$ cat src/sv/assert_macros.svh
// Assertion macros shared by the RTL files.
// Each macro expects clk_i and rst_ni in scope.
`ifndef ASSERT_MACROS_SVH
`define ASSERT_MACROS_SVH

// check that prop holds at every clock edge outside reset
`define ASSERT_ALWAYS(lbl, prop, msg) \
  lbl: assert property (@(posedge clk_i) disable iff (!rst_ni) (prop)) else $error(msg);

// check that cond never holds outside reset
`define ASSERT_NEVER(lbl, cond, msg) \
  lbl: assert property (@(posedge clk_i) disable iff (!rst_ni) !(cond)) else $error(msg);

`endif

$ cat src/sv/cprm_ram.sv
// Generic simple dual-port RAM, one write and one registered read port.
// No dependencies.
module cprm_ram #(
  parameter int Width = 8,
  parameter int Depth = 16
) (
  input  logic                     clk_i,
  input  logic                     we_i,
  input  logic [$clog2(Depth)-1:0] waddr_i,
  input  logic [Width-1:0]         wdata_i,
  input  logic                     re_i,
  input  logic [$clog2(Depth)-1:0] raddr_i,
  output logic [Width-1:0]         rdata_o
);

  logic [Width-1:0] mem_q [Depth];
  logic [Width-1:0] rdata_q;

  always_ff @(posedge clk_i) begin
    if (we_i) begin
      mem_q[waddr_i] <= wdata_i;
    end
    if (re_i) begin
      rdata_q <= mem_q[raddr_i];
    end
  end

  assign rdata_o = rdata_q;

endmodule

$ cat config.mk
export PLATFORM = sky130hd
export DESIGN_NAME = cprm_ram
export DESIGN_NICKNAME = d
export VERILOG_FILES = /design/src/sv/assert_macros.svh /design/src/sv/cprm_ram.sv
export SDC_FILE = /design/constraint.sdc
export NUM_CORES = 1
export LEC_CHECK = 0
export ABC_AREA = 1
export BUFFER_PORTS_ARGS = -buffer_cell sky130_fd_sc_hd__clkbuf_2
export CAP_MARGIN = 20
export CORE_MARGIN = 2
export CORE_UTILIZATION = 55
export CTS_CLUSTER_SIZE = 20
export DETAILED_ROUTE_END_ITERATION = 10
export GPL_TIMING_DRIVEN = 0
export PLACE_DENSITY = 0.76
export SYNTH_ARGS = -nofsm -noshare
export SYNTH_HDL_FRONTEND = slang
export SYNTH_SLANG_ARGS = --single-unit
export TNS_END_PERCENT = 50
$ cat constraint.sdc
create_clock -name clk_i -period 1.1 [get_ports clk_i]
set_input_delay 0.055 -clock clk_i [delete_from_list [all_inputs] [get_ports clk_i]]
set_output_delay 0.055 -clock clk_i [all_outputs]
set_load 0.01 [all_outputs]
==> flow_summary.ini <==
[floorplanning]
start_util = 0.566
core_area_um2 = 10300
dieArea_um2 = 11500
ioPinCount = 27
die_w_um = 107
num_rows = 37
fp.dieH_um = 107

[timing]
whs_ns = 0.0239
tightest_slew_ns = 0.870
min_period_ns = 1.15
fin_skew_ns = 0.00433
hold_viol = 0
fin_ws_ns = -0.0521
drv_slew = 0
fmax_mhz = 868
finalCritPeriodShare = 1.05
rsz0062_at_grt = true
final-setup-viol-count = 5
relSlewSlack = 0.418

[critical_path]
crit_fanout = 1
crit_required_ns = 1.38
path_class = register to register
slowest_delay_ns = 0.37
worstSetupPathDepth = 6
cp-start-kind = register
r2r-start = mem_q[11][2]
critPathLaunch = mem_q[11][2]
path_cells = inv_1 > nand2_1 > nand3_2 > nand3_2 > nand3_2 > nand2_2
crit_buf_inv = 1
critPathMostFrequentCell = nand3_2
reg2regPathDepth = 6
slowest_stage = edfxtp_1
cpLargestDelayFamily = simple AND/OR/NAND/NOR gates
crit_arrival_ns = 1.43
endpoint_kind = register
rrSetupSlack_ns = -0.05

[grt]
antenna_found_initial = 0
grt_pass1_vias = 3844
grt_use_total = 0.258
grt_pass1_wl_um = 21000
grt_max_degree = 17
gr-total-overflow = 0

[routing]
drt_iter0_markers = 482
via_count = 4061
vias_per_cell = 5.47
routed_wl_um = 14100
drc_errors = 0
wl_per_cell_um = 18.9
final_antenna_net_count = 0
dr.pass1.iters = 6

[finish]
ff_latch_area_um2 = 4080
multi_input_area_um2 = 1480
final_cell_count_no_fill = 743
n_fill_cell = 707
areaGrowthSynthToFinish_pct = 20.2
diodes = 0
nets = 613
drive_above_1_share = 0.226

[clocking]
numCtsBuffers = 17
h-tree-depth = 4
postCtsSetupRepairBufs = 0
cts-root-buf = clkbuf_8
cts_tree = built
clkTransAtPathRegs_ns = 0.06
clockBufferDepth = 2
clock-sinks = 136
clock_latency_ns = 0.53

[outcome]
run_status = complete, but fails checks
violations = negative setup slack

[synthesis]
synth-xor-area-share = 0
synth_compound_area_frac = 0
yosysTopAreaCell = edfxtp_1
syn_nets = 570
yosys_warnings = 0
synth_mux_area_frac = 0
synth_top_area_share = 0.698
netlist_area_um2 = 5850
synth_area_leaders = edfxtp_1 70%, nand2_1 11%, nand3_1 8.3%
synth_area_per_cell_um2 = 10.6
synthCells = 551
seq_area_frac_synth = 0.698
synth_cell_types = 11
ys_ff_latch = 136
synthSimpleGateAreaFrac = 0.208
synthAdderAreaFrac = 0
synth_top_family_by_area = simple AND/OR/NAND/NOR gates

[run]
maxCapViolCount = 0

[placed_design]
post-dp-hpwl_um = 8770
gp_congestion = 0.875
numPortBuffers = 23
dp_cells = 710

[power_and_ir_drop]
pwr_density_cell_nw_per_um2 = 1810
p_leak_nw = 3.03
ir_drop_v = 0.00105

[hold_path]
hp-class = primary input to register
hold_depth = 1
hp-start = wdata_i[4]
## metal layers
layer,part of all wire,wire length [µm],track usage,up-vias
li1,-,-,-,1873
met1,0.38,5400,0.347,1903
met2,0.48,6750,0.409,254
met3,0.12,1620,0.0644,31
met4,0.021,293,0.0983,0
met5,0,0,0,-
## power by group
part | total, mW | leakage (nW) | internal [mW] | switching, mW
Clock | 5.97 | 0.300 | 3.88 | 2.09
Sequential | 5.87 | 1.24 | 5.84 | 0.0278
Combinational | 0.860 | 1.50 | 0.251 | 0.608
Total | 12.7 | 3.03 | 9.98 | 2.72
## stage by stage
step / setup TNS [ns] / cell area (µm²) / utilization / setup slack, ns / power, mW
after floorplan: 0 / 5850 / - / 0.0942 / 6.39
after global placement: -34.91 / 6130 / 0.594 / -0.417 / 6.69
after detailed placement: -38.70 / 6130 / 0.594 / -0.487 / 6.72
after CTS: -0.0214 / 6840 / 0.663 / -0.00854 / 12.6
after global routing: -0.541 / 7030 / 0.681 / -0.0814 / 13.0
final: -0.0992 / 7030 / 0.681 / -0.0521 / 12.7
## kinds of logic after synthesis
kind of cell,count (synthesis)
buffers and inverters,126
flip-flops,136
AND/OR/NAND/NOR,289
## synthesized netlist by cell type, drive strengths merged
cell    number
nand2      173
edfxtp     136
inv        102
nand3       97
buf         24
nor2        17
nand3b       2
## cell usage in the layout, fill, tap and decap left out
cell type / netlist / layout
clkbuf_8: 0 / 1
buf_1: 1 / 1
clkinvlp_4: 0 / 2
nand3b_1: 2 / 2
buf_4: 4 / 4
dlygate4sd3_1: 0 / 1
clkinv_1: 0 / 2
nand3_1: 97 / 50
nand2_1: 173 / 162
nor2_1: 17 / 17
nand3_2: 0 / 47
buf_2: 13 / 13
clkbuf_16: 0 / 16
clkbuf_1: 0 / 1
clkinv_4: 0 / 2
bufinv_16: 0 / 5
clkbuf_2: 0 / 23
edfxtp_1: 136 / 136
clkinv_2: 0 / 3
nand2_2: 0 / 11
inv_1: 100 / 98
buf_6: 6 / 6
inv_2: 2 / 4
## state kept, by name (all words and copies together), names as in the netlist
signal   flops
mem_q      128
rdata_o      8
## what timing repair did
item                       in CTS  in global routing
hold endpoints to repair        8                  0
gates resized for setup        17                 43
pin swaps                       7                 22
hold buffers                    1                  0
setup endpoints to repair       7                 12
## final timing paths
check | endpoint
max reg2reg | rdata_o[2]
max | rdata_o[2]
min reg2reg | rdata_o[5]
min | mem_q[9][4]
## cell type report
class	instances	share of cell area
Inverter	102	0.0545
Multi-Input combinational cell	289	0.210
Buffer	24	0.0237
Tap cell	136	0.0242
Sequential cell	136	0.581
Timing Repair Buffer	24	0.0178
Clock buffer	18	0.0595
Clock inverter	14	0.0292
Note: power is estimated with default switching activity, not from simulation.
