--- config.mk ---
export PLATFORM = sky130hd
export DESIGN_NAME = cprm_back_flat
export DESIGN_NICKNAME = d
export VERILOG_FILES = /design/src/sv/assert_macros.svh /design/src/sv/cprm_pkg.sv /design/src/sv/cprm_if.sv /design/src/sv/cprm_back.sv /design/src/flat_wrapper.sv
export SDC_FILE = /design/constraint.sdc
export NUM_CORES = 1
export LEC_CHECK = 0
export BUFFER_PORTS_ARGS = -buffer_cell sky130_fd_sc_hd__buf_2
export CAP_MARGIN = 5
export CORE_MARGIN = 2
export CORE_UTILIZATION = 55
export DETAILED_ROUTE_END_ITERATION = 16
export GPL_TIMING_DRIVEN = 0
export PLACE_DENSITY = 0.86
export REMOVE_ABC_BUFFERS = 1
export SLEW_MARGIN = 20
export SYNTH_ARGS = -nofsm -noshare
export SYNTH_HDL_FRONTEND = slang
export SYNTH_SLANG_ARGS = --single-unit
--- constraint.sdc ---
create_clock -name clk_i -period 16 [get_ports clk_i]
set_input_delay 0.8 -clock clk_i [delete_from_list [all_inputs] [get_ports clk_i]]
set_output_delay 0.8 -clock clk_i [all_outputs]
set_load 0.03 [all_outputs]
--- src/sv/assert_macros.svh ---
// Assertion macros shared by the RTL files.
// Each macro expects clk_i and rst_ni in scope.
`ifndef ASSERT_MACROS_SVH
`define ASSERT_MACROS_SVH

// check that prop holds at every clock edge outside reset
`define ASSERT_ALWAYS(lbl, prop, msg) \
  lbl: assert property (@(posedge clk_i) disable iff (!rst_ni) (prop)) else $error(msg);

// check that cond never holds outside reset
`define ASSERT_NEVER(lbl, cond, msg) \
  lbl: assert property (@(posedge clk_i) disable iff (!rst_ni) !(cond)) else $error(msg);

`endif

--- src/sv/cprm_pkg.sv ---
// Package for the chunk point rule matcher: widths, codes, chunk tables,
// the queued command and the stored rule entry. No dependencies.
package cprm_pkg;

  localparam int NumRulesDef = 64;
  localparam int FieldCount  = 5;
  localparam int ChunkCount  = 7;
  localparam int BoundW      = 32;
  localparam int PointW      = 16;
  localparam int RuleIdxW    = 6;
  localparam int FieldIdxW   = 3;
  localparam int MapW        = 64;
  localparam int CntW        = 7;
  localparam int SumW        = 11;
  localparam int ChunkW      = 3;
  localparam int CfgIdxW     = 2;
  localparam int CfgDataW    = 7;

  typedef enum logic {
    KIND_LOAD  = 1'b0,
    KIND_QUERY = 1'b1
  } kind_e;

  localparam logic [CfgIdxW-1:0] CfgChunk = 2'd0;
  localparam logic [CfgIdxW-1:0] CfgClass = 2'd1;
  localparam logic [CfgIdxW-1:0] CfgCount = 2'd2;

  typedef struct packed {
    kind_e                 kind;
    logic [RuleIdxW-1:0]   rule;
    logic [FieldIdxW-1:0]  field;
    logic [BoundW-1:0]     lo;
    logic [BoundW-1:0]     hi;
    logic                  minor;
    logic [PointW-1:0]     point;
    logic                  shift_hi;
    logic                  cls;
    logic [CntW-1:0]       n;
  } cmd_t;

  typedef struct packed {
    logic              minor;
    logic [BoundW-1:0] hi;
    logic [BoundW-1:0] lo;
  } entry_t;

  typedef struct packed {
    logic full;
    logic push;
  } fq_stat_t;

  typedef struct packed {
    logic walking;
    logic ram_we;
  } bk_stat_t;

  function automatic logic [FieldIdxW-1:0] chunk_field(input logic [ChunkW-1:0] c);
    logic [FieldIdxW-1:0] f;
    f = '0;
    unique case (c)
      3'd0, 3'd1: f = 3'd0;
      3'd2, 3'd3: f = 3'd1;
      3'd4:       f = 3'd2;
      3'd5:       f = 3'd3;
      3'd6:       f = 3'd4;
      default:    f = 3'd0;
    endcase
    return f;
  endfunction

  function automatic logic chunk_shift_hi(input logic [ChunkW-1:0] c);
    return (c == 3'd1) || (c == 3'd3);
  endfunction

endpackage

--- src/sv/cprm_if.sv ---


interface cprm_out_if;
  logic                          valid;
  logic                          ready;
  logic [cprm_pkg::MapW-1:0]     match_map;
  logic [cprm_pkg::CntW-1:0]     match_count;
  logic [cprm_pkg::SumW-1:0]     rule_sum;

  modport source (output valid, match_map, match_count, rule_sum, input ready);
  modport sink   (input valid, match_map, match_count, rule_sum, output ready);
endinterface

--- src/sv/cprm_back.sv ---
// Back end: executes loads into the rule store and walks the store one
// rule per cycle for queries; holds the result beat. Depends on cprm_pkg.
module cprm_back #(
  parameter int NumRules = cprm_pkg::NumRulesDef
) (
  input  logic                  clk_i,
  input  logic                  rst_ni,
  input  cprm_pkg::cmd_t        cmd_i,
  input  logic                  cmd_vld_i,
  output logic                  cmd_pop_o,
  output logic                  ram_we_o,
  output logic [$clog2(NumRules*cprm_pkg::FieldCount)-1:0] ram_waddr_o,
  output cprm_pkg::entry_t      ram_wdata_o,
  output logic                  ram_re_o,
  output logic [$clog2(NumRules*cprm_pkg::FieldCount)-1:0] ram_raddr_o,
  input  cprm_pkg::entry_t      ram_rdata_i,
  cprm_out_if.source            out_if,
  output cprm_pkg::bk_stat_t    stat_o
);

  localparam int AddrW = $clog2(NumRules * cprm_pkg::FieldCount);
  localparam int IdxW  = (NumRules > 1) ? $clog2(NumRules) : 1;
  localparam int CntW  = cprm_pkg::CntW;
  localparam int SumW  = cprm_pkg::SumW;
  localparam int MapW  = cprm_pkg::MapW;

  typedef enum logic [3:0] {
    S_IDLE  = 4'b0001,
    S_WALK  = 4'b0010,
    S_DRAIN = 4'b0100,
    S_DONE  = 4'b1000
  } state_e;

  state_e           st_q, st_d;
  cprm_pkg::cmd_t   qry_q, qry_d;
  logic [AddrW-1:0] addr_q, addr_d;
  logic [IdxW-1:0]  issue_q, issue_d;
  logic             pend_q, pend_d;
  logic [IdxW-1:0]  pend_idx_q, pend_idx_d;
  logic [NumRules-1:0] map_q, map_d;
  logic [CntW-1:0]  cnt_q, cnt_d;
  logic [SumW-1:0]  sum_q, sum_d;
  logic             out_vld_q, out_vld_d;
  logic [MapW-1:0]  out_map_q, out_map_d;
  logic [CntW-1:0]  out_cnt_q, out_cnt_d;
  logic [SumW-1:0]  out_sum_q, out_sum_d;

  logic [cprm_pkg::PointW-1:0] lo16, hi16;
  logic                        hit;

  always_comb begin
    lo16 = qry_q.shift_hi ? ram_rdata_i.lo[31:16] : ram_rdata_i.lo[15:0];
    hi16 = qry_q.shift_hi ? ram_rdata_i.hi[31:16] : ram_rdata_i.hi[15:0];
    hit  = (ram_rdata_i.minor == qry_q.cls) && (lo16 <= qry_q.point) &&
           (qry_q.point <= hi16);
  end

  always_comb begin
    st_d       = st_q;
    qry_d      = qry_q;
    addr_d     = addr_q;
    issue_d    = issue_q;
    pend_d     = 1'b0;
    pend_idx_d = pend_idx_q;
    map_d      = map_q;
    cnt_d      = cnt_q;
    sum_d      = sum_q;
    out_vld_d  = out_vld_q && !out_if.ready;
    out_map_d  = out_map_q;
    out_cnt_d  = out_cnt_q;
    out_sum_d  = out_sum_q;
    cmd_pop_o  = 1'b0;
    ram_we_o   = 1'b0;
    ram_re_o   = 1'b0;

    unique case (st_q)
      S_IDLE: begin
        if (cmd_vld_i) begin
          cmd_pop_o = 1'b1;
          if (cmd_i.kind == cprm_pkg::KIND_LOAD) begin
            ram_we_o = 1'b1;
          end else begin
            qry_d   = cmd_i;
            addr_d  = AddrW'(cmd_i.field);
            issue_d = '0;
            map_d   = '0;
            cnt_d   = '0;
            sum_d   = '0;
            st_d    = (cmd_i.n == '0) ? S_DONE : S_WALK;
          end
        end
      end
      S_WALK: begin
        ram_re_o   = 1'b1;
        pend_d     = 1'b1;
        pend_idx_d = issue_q;
        issue_d    = issue_q + 1'b1;
        addr_d     = addr_q + AddrW'(cprm_pkg::FieldCount);
        if (CntW'(issue_q) == qry_q.n - 1'b1) begin
          st_d = S_DRAIN;
        end
      end
      S_DRAIN: begin
        st_d = S_DONE;
      end
      S_DONE: begin
        if (!out_vld_q || out_if.ready) begin
          out_vld_d = 1'b1;
          out_map_d = MapW'(map_q);
          out_cnt_d = cnt_q;
          out_sum_d = sum_q;
          st_d      = S_IDLE;
        end
      end
      default: st_d = S_IDLE;
    endcase

    if (pend_q && hit) begin
      map_d[pend_idx_q] = 1'b1;
      cnt_d = cnt_q + 1'b1;
      sum_d = sum_q + SumW'(pend_idx_q);
    end
  end

  always_ff @(posedge clk_i or negedge rst_ni) begin
    if (!rst_ni) begin
      st_q      <= S_IDLE;
      pend_q    <= 1'b0;
      out_vld_q <= 1'b0;
    end else begin
      st_q      <= st_d;
      pend_q    <= pend_d;
      out_vld_q <= out_vld_d;
    end
  end

  always_ff @(posedge clk_i) begin
    qry_q      <= qry_d;
    addr_q     <= addr_d;
    issue_q    <= issue_d;
    pend_idx_q <= pend_idx_d;
    map_q      <= map_d;
    cnt_q      <= cnt_d;
    sum_q      <= sum_d;
    out_map_q  <= out_map_d;
    out_cnt_q  <= out_cnt_d;
    out_sum_q  <= out_sum_d;
  end

  assign ram_waddr_o = AddrW'(int'(cmd_i.rule) * cprm_pkg::FieldCount + int'(cmd_i.field));
  assign ram_wdata_o = '{minor: cmd_i.minor, hi: cmd_i.hi, lo: cmd_i.lo};
  assign ram_raddr_o = addr_q;

  assign out_if.valid       = out_vld_q;
  assign out_if.match_map   = out_map_q;
  assign out_if.match_count = out_cnt_q;
  assign out_if.rule_sum    = out_sum_q;

  assign stat_o = '{walking: (st_q == S_WALK), ram_we: ram_we_o};

endmodule

--- src/flat_wrapper.sv ---
// flat-port wrapper written by rule: the top's interface ports become plain ports
module cprm_back_flat 
#(
  parameter int NumRules = cprm_pkg::NumRulesDef
)
  (clk_i, rst_ni, cmd_i, cmd_vld_i, cmd_pop_o, ram_we_o, ram_waddr_o, ram_wdata_o, ram_re_o, ram_raddr_o, ram_rdata_i, stat_o, out_if_valid, out_if_match_map, out_if_match_count, out_if_rule_sum, out_if_ready);
  cprm_out_if out_if_i ();
  input  logic clk_i;
  input  logic rst_ni;
  input  cprm_pkg::cmd_t cmd_i;
  input  logic cmd_vld_i;
  output logic cmd_pop_o;
  output logic ram_we_o;
  output logic [$clog2(NumRules*cprm_pkg::FieldCount)-1:0] ram_waddr_o;
  output cprm_pkg::entry_t ram_wdata_o;
  output logic ram_re_o;
  output logic [$clog2(NumRules*cprm_pkg::FieldCount)-1:0] ram_raddr_o;
  input  cprm_pkg::entry_t ram_rdata_i;
  output cprm_pkg::bk_stat_t stat_o;
  output wire logic [$bits(out_if_i.valid)-1:0] out_if_valid;
  output wire logic [$bits(out_if_i.match_map)-1:0] out_if_match_map;
  output wire logic [$bits(out_if_i.match_count)-1:0] out_if_match_count;
  output wire logic [$bits(out_if_i.rule_sum)-1:0] out_if_rule_sum;
  input wire logic [$bits(out_if_i.ready)-1:0] out_if_ready;
  assign out_if_valid = out_if_i.valid;
  assign out_if_match_map = out_if_i.match_map;
  assign out_if_match_count = out_if_i.match_count;
  assign out_if_rule_sum = out_if_i.rule_sum;
  assign out_if_i.ready = out_if_ready;
  cprm_back #(.NumRules(NumRules)) u_core (.clk_i(clk_i), .rst_ni(rst_ni), .cmd_i(cmd_i), .cmd_vld_i(cmd_vld_i), .cmd_pop_o(cmd_pop_o), .ram_we_o(ram_we_o), .ram_waddr_o(ram_waddr_o), .ram_wdata_o(ram_wdata_o), .ram_re_o(ram_re_o), .ram_raddr_o(ram_raddr_o), .ram_rdata_i(ram_rdata_i), .out_if(out_if_i), .stat_o(stat_o));
endmodule
==> out/qor.yml <==
critical_path:
  required_ps: 16110
  crit_type: "reg -> reg"
  cp_cell_sequence: "buf_8, mux2_2, ha_1, nand4_1, nor4_1, nor3_1, o31ai_1, o221ai_4, buf_16, buf_16, nand2_1"
  slowest_stage: "edfxtp_1"
  cp_common_cell: "buf_16"
  crit_buf_inv: 3
  end_kind: "flop"
  crit_arrival_ps: 4680
  slowest_delay_ps: 790
  reg2reg_setup_slack_ps: 11430
  start_kind: "flop"
  critical-path-top-delay-family: "simple AND/OR/NAND/NOR gates"
  critPathMaxFanout: 25
detailed_routing:
  wl_per_cell_um: 20.20
  num_vias: 7033
  drt-total-wl_um: 25470
  firstDrtPassIters: 5
  route.met2.wl_um: 11530
  top_layer_used: "met5"
  wl_met1_um: 9578
  drt-initial-drc-count: 447
  met3_length_um: 3718
  via_per_inst: 5.577
  ant_nets: 0
  post-route-drc-count: 0
power_and_ir_drop:
  p_total_w: 0.001271
  p_leak_nw: 4.676
  irDropWorstVdd_mv: 0.09387
  internal-power_w: 0.0009883
  p_per_area_nw_per_um2: 109.3
  combPwrFrac_pct: 9.1
  seq_power_share_pct: 48.5
  p_switching_w: 0.0002830
  clock_power_share_pct: 42.5
  swShare_pct: 22.26
sta:
  finalSetupViolations: 0
  grt_setup_unrepaired: "false"
  finalClockSkew_ps: 19.12
  maxSlewViolCount: 0
  relSlewSlack_pct: 31.32
  min_period_ps: 4570
  tightest_slew_ps: 1028
  setup_tns_ps: 0
  hold_viol_final: 0
  final.period_utilization_pct: 28.56
  fmax_mhz: 218.8
floorplanning:
  row_count: 49
  fp.dieArea_um2: 19240
  coreArea_um2: 17900
  num_io_pins: 340
  start_util_pct: 55.77
  die_h_um: 138.7
  die_w_um: 138.7
synth:
  yosysTopAreaCellShare_pct: 43.92
  synthCells: 877
  async_reset_ff_share_pct: 2.778
  yosysSeqAreaShare_pct: 58.27
  ys_warn_count: 0
  ys_top_cells_by_count: "nand2_1, edfxtp_1, buf_4"
  netlist_area_um2: 9983
  synth_seq_cells: 216
  ys.flop_type: "edfxtp_1"
  synth.area.top_cells: "edfxtp_1, dfxtp_1, ha_1"
  synth_edf_count: 146
  yosysMostFrequentCell: "nand2_1"
  synth_cell_types: 52
  yosysTopAreaCell: "edfxtp_1"
  syn_area_per_cell_um2: 11.38
cts:
  cts.path.max_buffers: 3
  cts_sinks: 216
  cts_tree: "built"
  numCtsBuffers: 21
  cts-resized-gates: 0
  cts_hold_buf: 0
  root_buffer: "clkbuf_16"
  post_cts_buffers: 0
  clkTransAtPathRegs_ps: 60
  cts_max_level: 1
  clkLatencyLatePin_ps: 500
final_layout:
  regArea_um2: 5817
  num-fill-cells: 1366
  final_cell_area_um2: 11630
  final_nets: 1248
  multiInputGateArea_um2: 3416
  stdcell_count: 1261
  area_growth_pct: 16.47
  drive_above_1_share_pct: 26.94
  diodes: 0
placement:
  placed_area_um2: 10860
  dpl.hpwl_um: 18670
  dp_cells: 1223
  place.gp.congestion: 0.8051
  io_buffers: 209
grt:
  grt_start_max_net_pins: 68
  grt_first_pass_wirelength_um: 38110
  antenna_found_initial: 0
  grt_pass1_vias: 6742
  overflow: 0
  track_usage_pct: 25.48
outcome:
  status: "complete, no violations"
job:
  maxCapViolations: 0
min_path:
  min_path_type: "in -> async"
-- layout make-up --
class | count | share of cell area (%)
flip-flops and latches | 216 | 50.03
multi-input cells | 527 | 29.38
repair buffers | 216 | 10.48
clock buffers | 29 | 5.036
well taps | 229 | 2.464
clock inverters | 9 | 1.485
inverters | 35 | 1.130
-- placed cells by master (no fill, tap or decap), types with 3 or more instances in the layout --
cell / count
buf_2: 209
nand2_1: 153
edfxtp_1: 146
dfxtp_1: 64
ha_1: 60
o21ai_1: 51
inv_1: 35
nor2_1: 34
a21oi_1: 27
o21ai_0: 26
clkbuf_16: 21
xnor2_1: 19
mux2i_1: 16
mux2_2: 16
nand3_1: 15
xor2_1: 13
nor3_1: 10
nand4_1: 9
and3_1: 7
a21o_1: 6
nor2b_1: 6
or3_1: 6
nand2b_1: 6
nor3_2: 5
bufinv_16: 5
clkbuf_1: 5
buf_16: 5
dfrtp_1: 5
a31oi_1: 4
nor3b_2: 3
nor3b_1: 3
o21bai_1: 3
clkbuf_8: 3
-- final timing paths --
| check | start | depth (start not counted) | end |
|---|---|---|---|
| setup / recovery | u_core.qry_q[8]$_DFFE_PP_ | 11 | u_core.sum_q[9]$_SDFFCE_PP0P_ |
| hold / removal | rst_ni | 1 | u_core.st_q[3]$_DFFE_PN0P_ |
| setup reg to reg | u_core.qry_q[8]$_DFFE_PP_ | 11 | u_core.sum_q[9]$_SDFFCE_PP0P_ |
| hold reg to reg | u_core.map_q[5]$_DFF_P_ | 0 | u_core.out_if.match_map[5]$_DFFE_PP_ |
| max in group asynchronous | rst_ni | 1 | u_core.st_q[0]$_DFFE_PN1P_ |
| min in group clk_i | u_core.map_q[5]$_DFF_P_ | 0 | u_core.out_if.match_map[5]$_DFFE_PP_ |
-- routing by layer --
layer  GRT usage [%]  up-vias
met5           10.53        -
met4           4.572        8
met3           16.95       42
met2           38.74      375
met1           29.88     3319
li1                -     3289
-- cell families (layout without fill, tap and decap cells) --
logic type,count (synthesis),after routing,synth area share (%)
flops,216,216,58.27
xor+xnor,32,32,2.807
buf+inv,134,289,8.096
simple gates,269,269,12.16
mux,32,32,3.409
compound gates,132,132,7.344
fa+ha+maj,62,62,7.921
-- power groups by stage --
stage	sequential, W	combinational, W	clock [W]
2_1_floorplan	0.000628	0.0000737	0
3_3_place_gp	0.000628	0.000109	0
3_5_place_dp	0.000628	0.000115	0
4_1_cts	0.000616	0.000116	0.000545
5_1_grt	0.000617	0.000128	0.000565
6_report	0.000616	0.000116	0.000540
-- through the flow --
| stage | hold WS [ps] | setup WS (ps) | util (%) |
|---|---|---|---|
| final | 126.2 | 11430 | 64.95 |
| after CTS | 110.9 | 11440 | 64.89 |
| after floorplan | 408.1 | 8744 | - |
| after global placement | 412.3 | 5722 | 59.43 |
| after detailed placement | 415.0 | 11440 | 60.66 |
| after global routing | 119.4 | 11160 | 64.95 |
-- registers in the layout, indices dropped and copies added, names as in the netlist --
name / flops
u_core.pend_idx_q: 6
u_core.ram_raddr_o: 9
u_core.issue_q: 6
u_core.out_if.match_count: 7
u_core.map_q: 64
u_core.out_if.rule_sum: 11
u_core.out_if.match_map: 64
u_core.cnt_q: 7
u_core.st_q: 4
u_core.qry_q: 25
u_core.sum_q: 11
u_core.out_if.valid: 1
u_core.pend_q: 1
(Power assumes the default switching activity.)
