[src/sv/assert_macros.svh]
// Assertion macros shared by the RTL files.
// Each macro expects clk_i and rst_ni in scope.
`ifndef ASSERT_MACROS_SVH
`define ASSERT_MACROS_SVH

// check that prop holds at every clock edge outside reset
`define ASSERT_ALWAYS(lbl, prop, msg) \
  lbl: assert property (@(posedge clk_i) disable iff (!rst_ni) (prop)) else $error(msg);

// check that cond never holds outside reset
`define ASSERT_NEVER(lbl, cond, msg) \
  lbl: assert property (@(posedge clk_i) disable iff (!rst_ni) !(cond)) else $error(msg);

`endif

[src/sv/cprm_pkg.sv]
// Package for the chunk point rule matcher: widths, codes, chunk tables,
// the queued command and the stored rule entry. No dependencies.
package cprm_pkg;

  localparam int NumRulesDef = 64;
  localparam int FieldCount  = 5;
  localparam int ChunkCount  = 7;
  localparam int BoundW      = 32;
  localparam int PointW      = 16;
  localparam int RuleIdxW    = 6;
  localparam int FieldIdxW   = 3;
  localparam int MapW        = 64;
  localparam int CntW        = 7;
  localparam int SumW        = 11;
  localparam int ChunkW      = 3;
  localparam int CfgIdxW     = 2;
  localparam int CfgDataW    = 7;

  typedef enum logic {
    KIND_LOAD  = 1'b0,
    KIND_QUERY = 1'b1
  } kind_e;

  localparam logic [CfgIdxW-1:0] CfgChunk = 2'd0;
  localparam logic [CfgIdxW-1:0] CfgClass = 2'd1;
  localparam logic [CfgIdxW-1:0] CfgCount = 2'd2;

  typedef struct packed {
    kind_e                 kind;
    logic [RuleIdxW-1:0]   rule;
    logic [FieldIdxW-1:0]  field;
    logic [BoundW-1:0]     lo;
    logic [BoundW-1:0]     hi;
    logic                  minor;
    logic [PointW-1:0]     point;
    logic                  shift_hi;
    logic                  cls;
    logic [CntW-1:0]       n;
  } cmd_t;

  typedef struct packed {
    logic              minor;
    logic [BoundW-1:0] hi;
    logic [BoundW-1:0] lo;
  } entry_t;

  typedef struct packed {
    logic full;
    logic push;
  } fq_stat_t;

  typedef struct packed {
    logic walking;
    logic ram_we;
  } bk_stat_t;

  function automatic logic [FieldIdxW-1:0] chunk_field(input logic [ChunkW-1:0] c);
    logic [FieldIdxW-1:0] f;
    f = '0;
    unique case (c)
      3'd0, 3'd1: f = 3'd0;
      3'd2, 3'd3: f = 3'd1;
      3'd4:       f = 3'd2;
      3'd5:       f = 3'd3;
      3'd6:       f = 3'd4;
      default:    f = 3'd0;
    endcase
    return f;
  endfunction

  function automatic logic chunk_shift_hi(input logic [ChunkW-1:0] c);
    return (c == 3'd1) || (c == 3'd3);
  endfunction

endpackage

[src/sv/cprm_if.sv]
// Valid/ready channel interfaces for the matcher's input and result beats.
// Depends on cprm_pkg for field widths.
interface cprm_in_if;
  logic                              valid;
  logic                              ready;
  logic                              kind;
  logic [cprm_pkg::RuleIdxW-1:0]     rule_index;
  logic [cprm_pkg::FieldIdxW-1:0]    field_index;
  logic [cprm_pkg::BoundW-1:0]       range_low;
  logic [cprm_pkg::BoundW-1:0]       range_high;
  logic                              minor_flag;
  logic [cprm_pkg::PointW-1:0]       point;

  modport source (output valid, kind, rule_index, field_index, range_low, range_high,
                  minor_flag, point, input ready);
  modport sink   (input valid, kind, rule_index, field_index, range_low, range_high,
                  minor_flag, point, output ready);
endinterface


[src/sv/cprm_front.sv]
// Front end: configuration registers, item classification and a
// two-entry command queue. Depends on cprm_pkg and cprm_if.
module cprm_front #(
  parameter int NumRules = cprm_pkg::NumRulesDef
) (
  input  logic                           clk_i,
  input  logic                           rst_ni,
  input  logic                           cfg_we_i,
  input  logic [cprm_pkg::CfgIdxW-1:0]   cfg_idx_i,
  input  logic [cprm_pkg::CfgDataW-1:0]  cfg_data_i,
  cprm_in_if.sink                        in_if,
  output cprm_pkg::cmd_t                 cmd_o,
  output logic                           cmd_vld_o,
  input  logic                           cmd_pop_i,
  output cprm_pkg::fq_stat_t             stat_o
);

  localparam int CntW = cprm_pkg::CntW;

  logic [cprm_pkg::ChunkW-1:0] chunk_q;
  logic                        cls_q;
  logic [CntW-1:0]             count_q;

  cprm_pkg::cmd_t cmd_d;
  logic           load_ok;
  logic           chunk_ok;
  logic [CntW-1:0] n_clamp;
  logic           push;

  cprm_pkg::cmd_t q_q [2];
  logic           wr_ptr_q, rd_ptr_q;
  logic [1:0]     fill_q;

  // configuration
  always_ff @(posedge clk_i or negedge rst_ni) begin
    if (!rst_ni) begin
      chunk_q <= '0;
      cls_q   <= 1'b0;
      count_q <= '0;
    end else if (cfg_we_i) begin
      unique case (cfg_idx_i)
        cprm_pkg::CfgChunk: chunk_q <= cfg_data_i[cprm_pkg::ChunkW-1:0];
        cprm_pkg::CfgClass: cls_q   <= cfg_data_i[0];
        cprm_pkg::CfgCount: count_q <= cfg_data_i[CntW-1:0];
        default: ;
      endcase
    end
  end

  // classify
  always_comb begin
    chunk_ok = chunk_q < cprm_pkg::ChunkW'(cprm_pkg::ChunkCount);
    n_clamp  = (count_q > CntW'(NumRules)) ? CntW'(NumRules) : count_q;
    load_ok  = (int'(in_if.rule_index) < NumRules) &&
               (int'(in_if.field_index) < cprm_pkg::FieldCount);

    cmd_d.kind  = cprm_pkg::kind_e'(in_if.kind);
    cmd_d.rule  = in_if.rule_index;
    cmd_d.lo    = in_if.range_low;
    cmd_d.hi    = in_if.range_high;
    cmd_d.minor = in_if.minor_flag;
    cmd_d.point = in_if.point;
    cmd_d.cls   = cls_q;
    if (cmd_d.kind == cprm_pkg::KIND_LOAD) begin
      cmd_d.field    = in_if.field_index;
      cmd_d.shift_hi = 1'b0;
      cmd_d.n        = '0;
    end else begin
      cmd_d.field    = cprm_pkg::chunk_field(chunk_q);
      cmd_d.shift_hi = cprm_pkg::chunk_shift_hi(chunk_q);
      cmd_d.n        = chunk_ok ? n_clamp : '0;
    end
  end

  assign in_if.ready = (fill_q != 2'd2);
  assign push = in_if.valid && in_if.ready &&
                ((cmd_d.kind == cprm_pkg::KIND_QUERY) || load_ok);

  // command queue
  always_ff @(posedge clk_i) begin
    if (push) begin
      q_q[wr_ptr_q] <= cmd_d;
    end
  end

  always_ff @(posedge clk_i or negedge rst_ni) begin
    if (!rst_ni) begin
      wr_ptr_q <= 1'b0;
      rd_ptr_q <= 1'b0;
      fill_q   <= '0;
    end else begin
      if (push) begin
        wr_ptr_q <= ~wr_ptr_q;
      end
      if (cmd_pop_i) begin
        rd_ptr_q <= ~rd_ptr_q;
      end
      fill_q <= fill_q + 2'(push) - 2'(cmd_pop_i);
    end
  end

  assign cmd_o     = q_q[rd_ptr_q];
  assign cmd_vld_o = (fill_q != 2'd0);
  assign stat_o    = '{full: (fill_q == 2'd2), push: push};

endmodule

[src/flat_wrapper.sv]
// flat-port wrapper written by rule: the top's interface ports become plain ports
module cprm_front_flat 
#(
  parameter int NumRules = cprm_pkg::NumRulesDef
)
  (clk_i, rst_ni, cfg_we_i, cfg_idx_i, cfg_data_i, cmd_o, cmd_vld_o, cmd_pop_i, stat_o, in_if_valid, in_if_kind, in_if_rule_index, in_if_field_index, in_if_range_low, in_if_range_high, in_if_minor_flag, in_if_point, in_if_ready);
  cprm_in_if in_if_i ();
  input  logic clk_i;
  input  logic rst_ni;
  input  logic cfg_we_i;
  input  logic [cprm_pkg::CfgIdxW-1:0] cfg_idx_i;
  input  logic [cprm_pkg::CfgDataW-1:0] cfg_data_i;
  output cprm_pkg::cmd_t cmd_o;
  output logic cmd_vld_o;
  input  logic cmd_pop_i;
  output cprm_pkg::fq_stat_t stat_o;
  input wire logic [$bits(in_if_i.valid)-1:0] in_if_valid;
  input wire logic [$bits(in_if_i.kind)-1:0] in_if_kind;
  input wire logic [$bits(in_if_i.rule_index)-1:0] in_if_rule_index;
  input wire logic [$bits(in_if_i.field_index)-1:0] in_if_field_index;
  input wire logic [$bits(in_if_i.range_low)-1:0] in_if_range_low;
  input wire logic [$bits(in_if_i.range_high)-1:0] in_if_range_high;
  input wire logic [$bits(in_if_i.minor_flag)-1:0] in_if_minor_flag;
  input wire logic [$bits(in_if_i.point)-1:0] in_if_point;
  output wire logic [$bits(in_if_i.ready)-1:0] in_if_ready;
  assign in_if_i.valid = in_if_valid;
  assign in_if_i.kind = in_if_kind;
  assign in_if_i.rule_index = in_if_rule_index;
  assign in_if_i.field_index = in_if_field_index;
  assign in_if_i.range_low = in_if_range_low;
  assign in_if_i.range_high = in_if_range_high;
  assign in_if_i.minor_flag = in_if_minor_flag;
  assign in_if_i.point = in_if_point;
  assign in_if_ready = in_if_i.ready;
  cprm_front #(.NumRules(NumRules)) u_core (.clk_i(clk_i), .rst_ni(rst_ni), .cfg_we_i(cfg_we_i), .cfg_idx_i(cfg_idx_i), .cfg_data_i(cfg_data_i), .in_if(in_if_i), .cmd_o(cmd_o), .cmd_vld_o(cmd_vld_o), .cmd_pop_i(cmd_pop_i), .stat_o(stat_o));
endmodule
[config.mk]
export PLATFORM = sky130hd
export DESIGN_NAME = cprm_front_flat
export DESIGN_NICKNAME = d
export VERILOG_FILES = /design/src/sv/assert_macros.svh /design/src/sv/cprm_pkg.sv /design/src/sv/cprm_if.sv /design/src/sv/cprm_front.sv /design/src/flat_wrapper.sv
export SDC_FILE = /design/constraint.sdc
export NUM_CORES = 1
export LEC_CHECK = 0
export ABC_AREA = 1
export BUFFER_PORTS_ARGS = -buffer_cell sky130_fd_sc_hd__buf_2
export CORE_UTILIZATION = 40
export DETAILED_ROUTE_END_ITERATION = 8
export PLACE_DENSITY_LB_ADDON = 0.3
export SETUP_SLACK_MARGIN = 0.05
export SYNTH_ARGS = -nofsm -noshare
export SYNTH_HDL_FRONTEND = slang
export SYNTH_SLANG_ARGS = --single-unit
[constraint.sdc]
create_clock -name clk_i -period 8.7 [get_ports clk_i]
set_input_delay 0.87 -clock clk_i [delete_from_list [all_inputs] [get_ports clk_i]]
set_output_delay 0.87 -clock clk_i [all_outputs]
set_load 0.05 [all_outputs]
==> results.toml, run 1 <==
[synthesis]
synth_nets = 531
ys_types = 21
synth_common_cells = "200 x edfxtp_1, 90 x mux2_4, 25 x nand2_1, 23 x inv_1, 15 x dfrtp_1"
synth_edf_count = 200
syn_inst = 424
async_flop_share = 0.06977
synth_seq_cells = 215
ys.warnings.count = 0
netlist.area_leader.share = 0.7070
avgSynthCellArea_um2 = 20.03
syn_area_um2 = 8494
yosysMostFrequentCell = "edfxtp_1"
synth_area_leaders = "edfxtp_1 71%, mux2_4 16%, dfrtp_1 4.4%, buf_12 2.1%, mux2_2 1.3%"
ys.flop_type = "edfxtp_1"
ys_seq_area_frac = 0.7512
synth_top_cell_by_area = "edfxtp_1"

[cts]
cts_max_level = 1
cts_made_buffers = 22
clock_path_buffers = 3
hold_buffers = 0
post_cts_resized = 0
post_cts_buffers = 0
root_buffer = "clkbuf_16"
cts_tree = "done"
clock_sinks = 215
clk_latency_ps = 490
path_clk_slew_ps = 60

[placement]
dpl_cell_area_um2 = 9699
gp_congestion = 0.7680
hpwl_um = 10130
io_buffers = 208

[global_routing]
grt_max_degree = 64
antenna_found_initial = 0
grt_pass1_vias = 4433
grt-ovfl-total = 0
grt_use_total = 0.1340
grt_pass1_wl_um = 22660

[layout]
fin_nets = 752
drive_above_1_share = 0.5280
diodes = 0
fill_cells = 1732
postLayoutCoreUtil = 0.5078
multi_input_area_um2 = 1817
regArea_um2 = 6385
stdcell_area_um2 = 10410
areaGrowthSynthToFinish_pct = 22.51

[timing]
grt_setup_unrepaired = "false"
hold_viol_final = 0
finalSetupViolCount = 0
period_share = 0.4670
fin_hold_ws_ps = 276.3
final_max_slew_viol_count = 0
post-route-min-period_ps = 4063
tightest_slew_ps = 1151
finalClockSkew_ps = 11.37
tns_ps = 0
fmax_mhz = 246.1
slew_headroom = 0.2308

[run_status]
outcome = "complete, no violations"

[detailed_routing]
ant_nets = 0
wl_per_cell_um = 16.21
wirelength_um = 15090
vias = 4328
drt_drc_violations_left = 0
via_per_inst = 4.649
first_pass_iters = 4
drtIter0Drc = 194

[power]
ir_drop_mv = 0.2283
powerDensity_nw_per_um2 = 379.9
power.leakage_uw = 0.004271

[worst_setup_path]
critPathSlowestCell = "dfrtp_4"
crit_buf_inv = 3
critPathMaxStageDelay_ps = 800
worstPathArrival_ps = 3190
crit_path_start_kind = "flip-flop"
crit_fanout = 38
setup.worst_path.end_class = "primary output"
cp.required_ps = 7830
crit_type = "reg -> out"
cp_common_cell = "buf_4"
path_cells = "buf_4 -> buf_4 -> mux2_4 -> buf_2"
r2r_setup_slack_ps = 5700
crit_family = "buffers and inverters"

[floorplanning]
start_util = 0.4145
core_area_um2 = 20490
die_x_um = 147.7
die_h_um = 147.7
die_area_um2 = 21820
rows = 52
io_pins = 209

[hold_path]
hold_class = "in -> async"

[job]
maxCapViolations = 0
-- final timing paths --
check	from	endpoint	depth (start not counted)
min in group clk_i	u_core.wr_ptr_q	u_core.wr_ptr_q	2
hold / removal	rst_ni	u_core.chunk_q[0]	1
max in group asynchronous	rst_ni	u_core.rd_ptr_q	1
hold reg to reg	u_core.wr_ptr_q	u_core.wr_ptr_q	2
setup reg to reg	u_core.fill_q[0]	u_core.q_q[1][1]	5
setup / recovery	u_core.rd_ptr_q	cmd_o[9]	4
-- cell type report --
class                           count  area share
Multi-Input combinational cell    171      0.1746
Clock inverter                     11    0.007575
Inverter                           23    0.008537
Sequential cell                   215      0.6136
Tap cell                          270     0.03246
Timing Repair Buffer              212      0.1029
Clock buffer                       29     0.06036
-- flip-flops by register name, indices dropped and copies added, names as in the netlist --
signal / flops
u_core.chunk_q: 3
u_core.rd_ptr_q: 1
u_core.cls_q: 1
u_core.wr_ptr_q: 1
u_core.q_q: 200
u_core.fill_q: 2
u_core.count_q: 7
-- per-stage QoR --
step	setup slack (ps)	power (uW)	std cells
2_1_floorplan	2818	2877	424
3_3_place_gp	5122	3075	891
3_5_place_dp	5004	3100	891
4_1_cts	4554	4006	931
5_1_grt	4444	4111	931
6_report	4637	3953	931
-- placed cells by master (no fill, tap or decap) --
master,Yosys,final
clkbuf_16,0,23
dfrtp_4,0,1
ha_1,2,2
xor2_1,1,1
mux2_4,90,90
o21ai_0,11,11
o22ai_1,2,2
bufinv_16,0,1
buf_2,3,208
a21oi_1,8,8
xnor2_1,1,1
nor2_4,0,1
clkbuf_1,1,3
a21boi_0,1,1
mux2_2,10,10
clkbuf_8,0,3
buf_4,1,4
nand3_1,12,12
inv_1,23,22
clkinv_1,0,3
o21bai_1,1,1
nand2_1,25,25
nor2_1,7,6
clkinv_2,0,6
edfxtp_1,200,200
inv_4,0,1
dfrtp_1,15,14
clkinvlp_4,0,1
-- per-layer routing --
layer / track usage / part of all wire / routed length (um)
met1: 0.1648 / 0.41 / 6175
met2: 0.2370 / 0.50 / 7565
met3: 0.02840 / 0.069 / 1039
met4: 0.03918 / 0.020 / 307
met5: 0 / 0 / 0
-- power by group --
group	switching, uW	internal [uW]	leakage, uW	total, uW
registers	91.5	1370	0.00204	1460
logic	1100	499	0.00188	1600
clock network	363	536	0.000351	899
-- kinds of logic after synthesis --
kind of cell | count (synthesis) | synth area share
flip-flops | 215 | 0.7512
XOR/XNOR | 2 | 0.002063
buffers and inverters | 38 | 0.03579
AO/OA/AOI/OAI | 23 | 0.01444
AND/OR/NAND/NOR | 44 | 0.02121
adder cells (fa/ha/maj) | 2 | 0.002945
multiplexers | 100 | 0.1723
-- worst register-to-register path, cell delays in order, from the launching register on --
cell     delay (ps)
dfrtp_1         370
inv_1            70
a21oi_1         220
nand2_1         190
nor2_4          900
buf_4           820
(Power assumes the default switching activity.)
==> run 2: changes to the inputs <==
Clock period 8.7 ns to 3.3 ns, I/O delays scaled along.
==> results.toml, run 2 (synthesized netlist as in run 1, its figures left out) <==
[run_status]
outcome = "complete, no violations"

[detailed_routing]
wl_met2_um = 7632
first_pass_iters = 4
via_per_inst = 4.609
wl_per_cell_um = 16.64
top_layer_used = "met4"
drtIter0Drc = 203
wl_met3_um = 1122
wl_met1_um = 6435
vias = 4305
drt_drc_violations_left = 0
ant_nets = 0
wirelength_um = 15540

[worst_setup_path]
crit_buf_inv = 2
crit_type = "reg -> out"
crit_path_start_kind = "flip-flop"
path_cells = "buf_4 -> mux2_2 -> buf_2"
r2r_start = "u_core.fill_q[0]"
critPathSlowestCell = "dfrtp_4"
critPathMaxStageDelay_ps = 750
worstPathArrival_ps = 2320
crit_family = "flip-flops"
setup.worst_path.end_class = "primary output"
crit_fanout = 27
critPathLaunch = "u_core.rd_ptr_q"
cp.required_ps = 2970

[global_routing]
antenna_found_initial = 1
grt_pass1_wl_um = 23190
grt_pass1_vias = 4460
grt_max_degree = 101
grt-ovfl-total = 0
grt_use_total = 0.1385

[floorplanning]
core_area_um2 = 20490
die_h_um = 147.7
die_x_um = 147.7
rows = 52
start_util = 0.4145
io_pins = 209
die_area_um2 = 21820

[cts]
path_clk_slew_ps = 60
clock_sinks = 215
cts_tree = "done"
clock_path_buffers = 3
post_cts_resized = 0
root_buffer = "clkbuf_16"
cts_max_level = 1
cts_made_buffers = 23
clk_latency_ps = 490

[timing]
fmax_mhz = 376.9
final_max_slew_viol_count = 0
tightest_slew_ps = 574.4
post-route-min-period_ps = 2653
finalSetupViolCount = 0
finalClockSkew_ps = 9.433
grt_setup_unrepaired = "false"
tns_ps = 0
hold_viol_final = 0
period_share = 0.8041
slew_headroom = 0.6171

[layout]
fill_cells = 1683
top_regs = "u_core.q_q x200, u_core.count_q x7, u_core.chunk_q x3"
largest_reg_flops = 200
areaGrowthSynthToFinish_pct = 22.86
drive_above_1_share = 0.5204
fin_nets = 756
stdcell_area_um2 = 10440
largest-register = "u_core.q_q"
multi_input_area_um2 = 1817
regArea_um2 = 6385
layout.cells.non_filler = 934
final_cell_mix = "208 x buf_2, 200 x edfxtp_1, 90 x mux2_4"
mostFrequentLayoutCell = "buf_2"

[placement]
dpl_cell_area_um2 = 9752
dp_cells = 893
gp_congestion = 0.7885
hpwl_um = 10560
io_buffers = 208

[power]
ir_drop_mv = 0.7269
powerDensity_nw_per_um2 = 997.5
p_sw_uw = 4103
pwr-share-clk = 0.222
sequentialPowerShare = 0.368
intPower_uw = 6307
power.leakage_uw = 0.004266
sw_frac_of_total = 0.3941
combPwrFrac = 0.410

[hold_path]
hold_class = "in -> reg"
worstHoldStart = "in_if_rule_index[1]"

[job]
maxCapViolations = 0
## run 2: cell count changes in the layout (fill, tap and decap cells not counted), sizes merged
cell         previous run  this run
clkinv                  9         6
clkbuf                 29        30
buf                   212       214
dlygate4sd3             0         1
diode                   0         1
clkinvlp                1         2
## run 2: path summary, 6_finish.rpt
path	end	slack, ps	cells after the start
max in group asynchronous	u_core.rd_ptr_q	2760	2
max	cmd_o[64]	650	3
max reg2reg	u_core.q_q[0][43]	1290	5
min	u_core.q_q[1][94]	30	1
min reg2reg	u_core.q_q[1][7]	480	0
min in group asynchronous	u_core.fill_q[0]	260	2
## run 2: timing repair
item | 4_1_cts | 5_1_grt
hold buffers | 1 | 0
hold endpoints to repair | 15 | 0
setup buffers | 0 | 0
## run 2: area by class of cell
class / count / area share
flip-flops and latches: 215 / 0.6118
multi-input cells: 171 / 0.1741
repair buffers: 215 / 0.1086
clock buffers: 30 / 0.05767
well taps: 270 / 0.03237
inverters: 23 / 0.008512
clock inverters: 9 / 0.006714
diodes: 1 / 0.0002398
## run 2: through the flow
| stage | power, uW | util | worst slack (ps) | hold WS [ps] |
|---|---|---|---|---|
| 6_report | 10410 | 0.5092 | 646.6 | 25.93 |
| 5_1_grt | 10830 | 0.5091 | 556.1 | 3.908 |
| 4_1_cts | 10550 | 0.5091 | 597.7 | 0.5865 |
| 3_5_place_dp | 8217 | 0.4758 | 1116 | 249.5 |
| 3_3_place_gp | 8138 | 0.4758 | 1178 | 239.0 |
| 2_1_floorplan | 7561 | - | 234.6 | 34.41 |
## run 2: power by group through the flow
stage	sequential [uW]	clock, uW	combinational [uW]
final	3830	2310	4270
after detailed placement	3900	0	4320
after global placement	3870	0	4270
after floorplan	3780	0	3780
after global routing	3880	2490	4470
after CTS	3840	2380	4320
## run 2: layer usage
layer	GRT usage	vias to the layer above
met5	0	-
met4	0.05052	0
met3	0.03241	27
met2	0.2347	159
met1	0.1734	2062
li1	-	2057
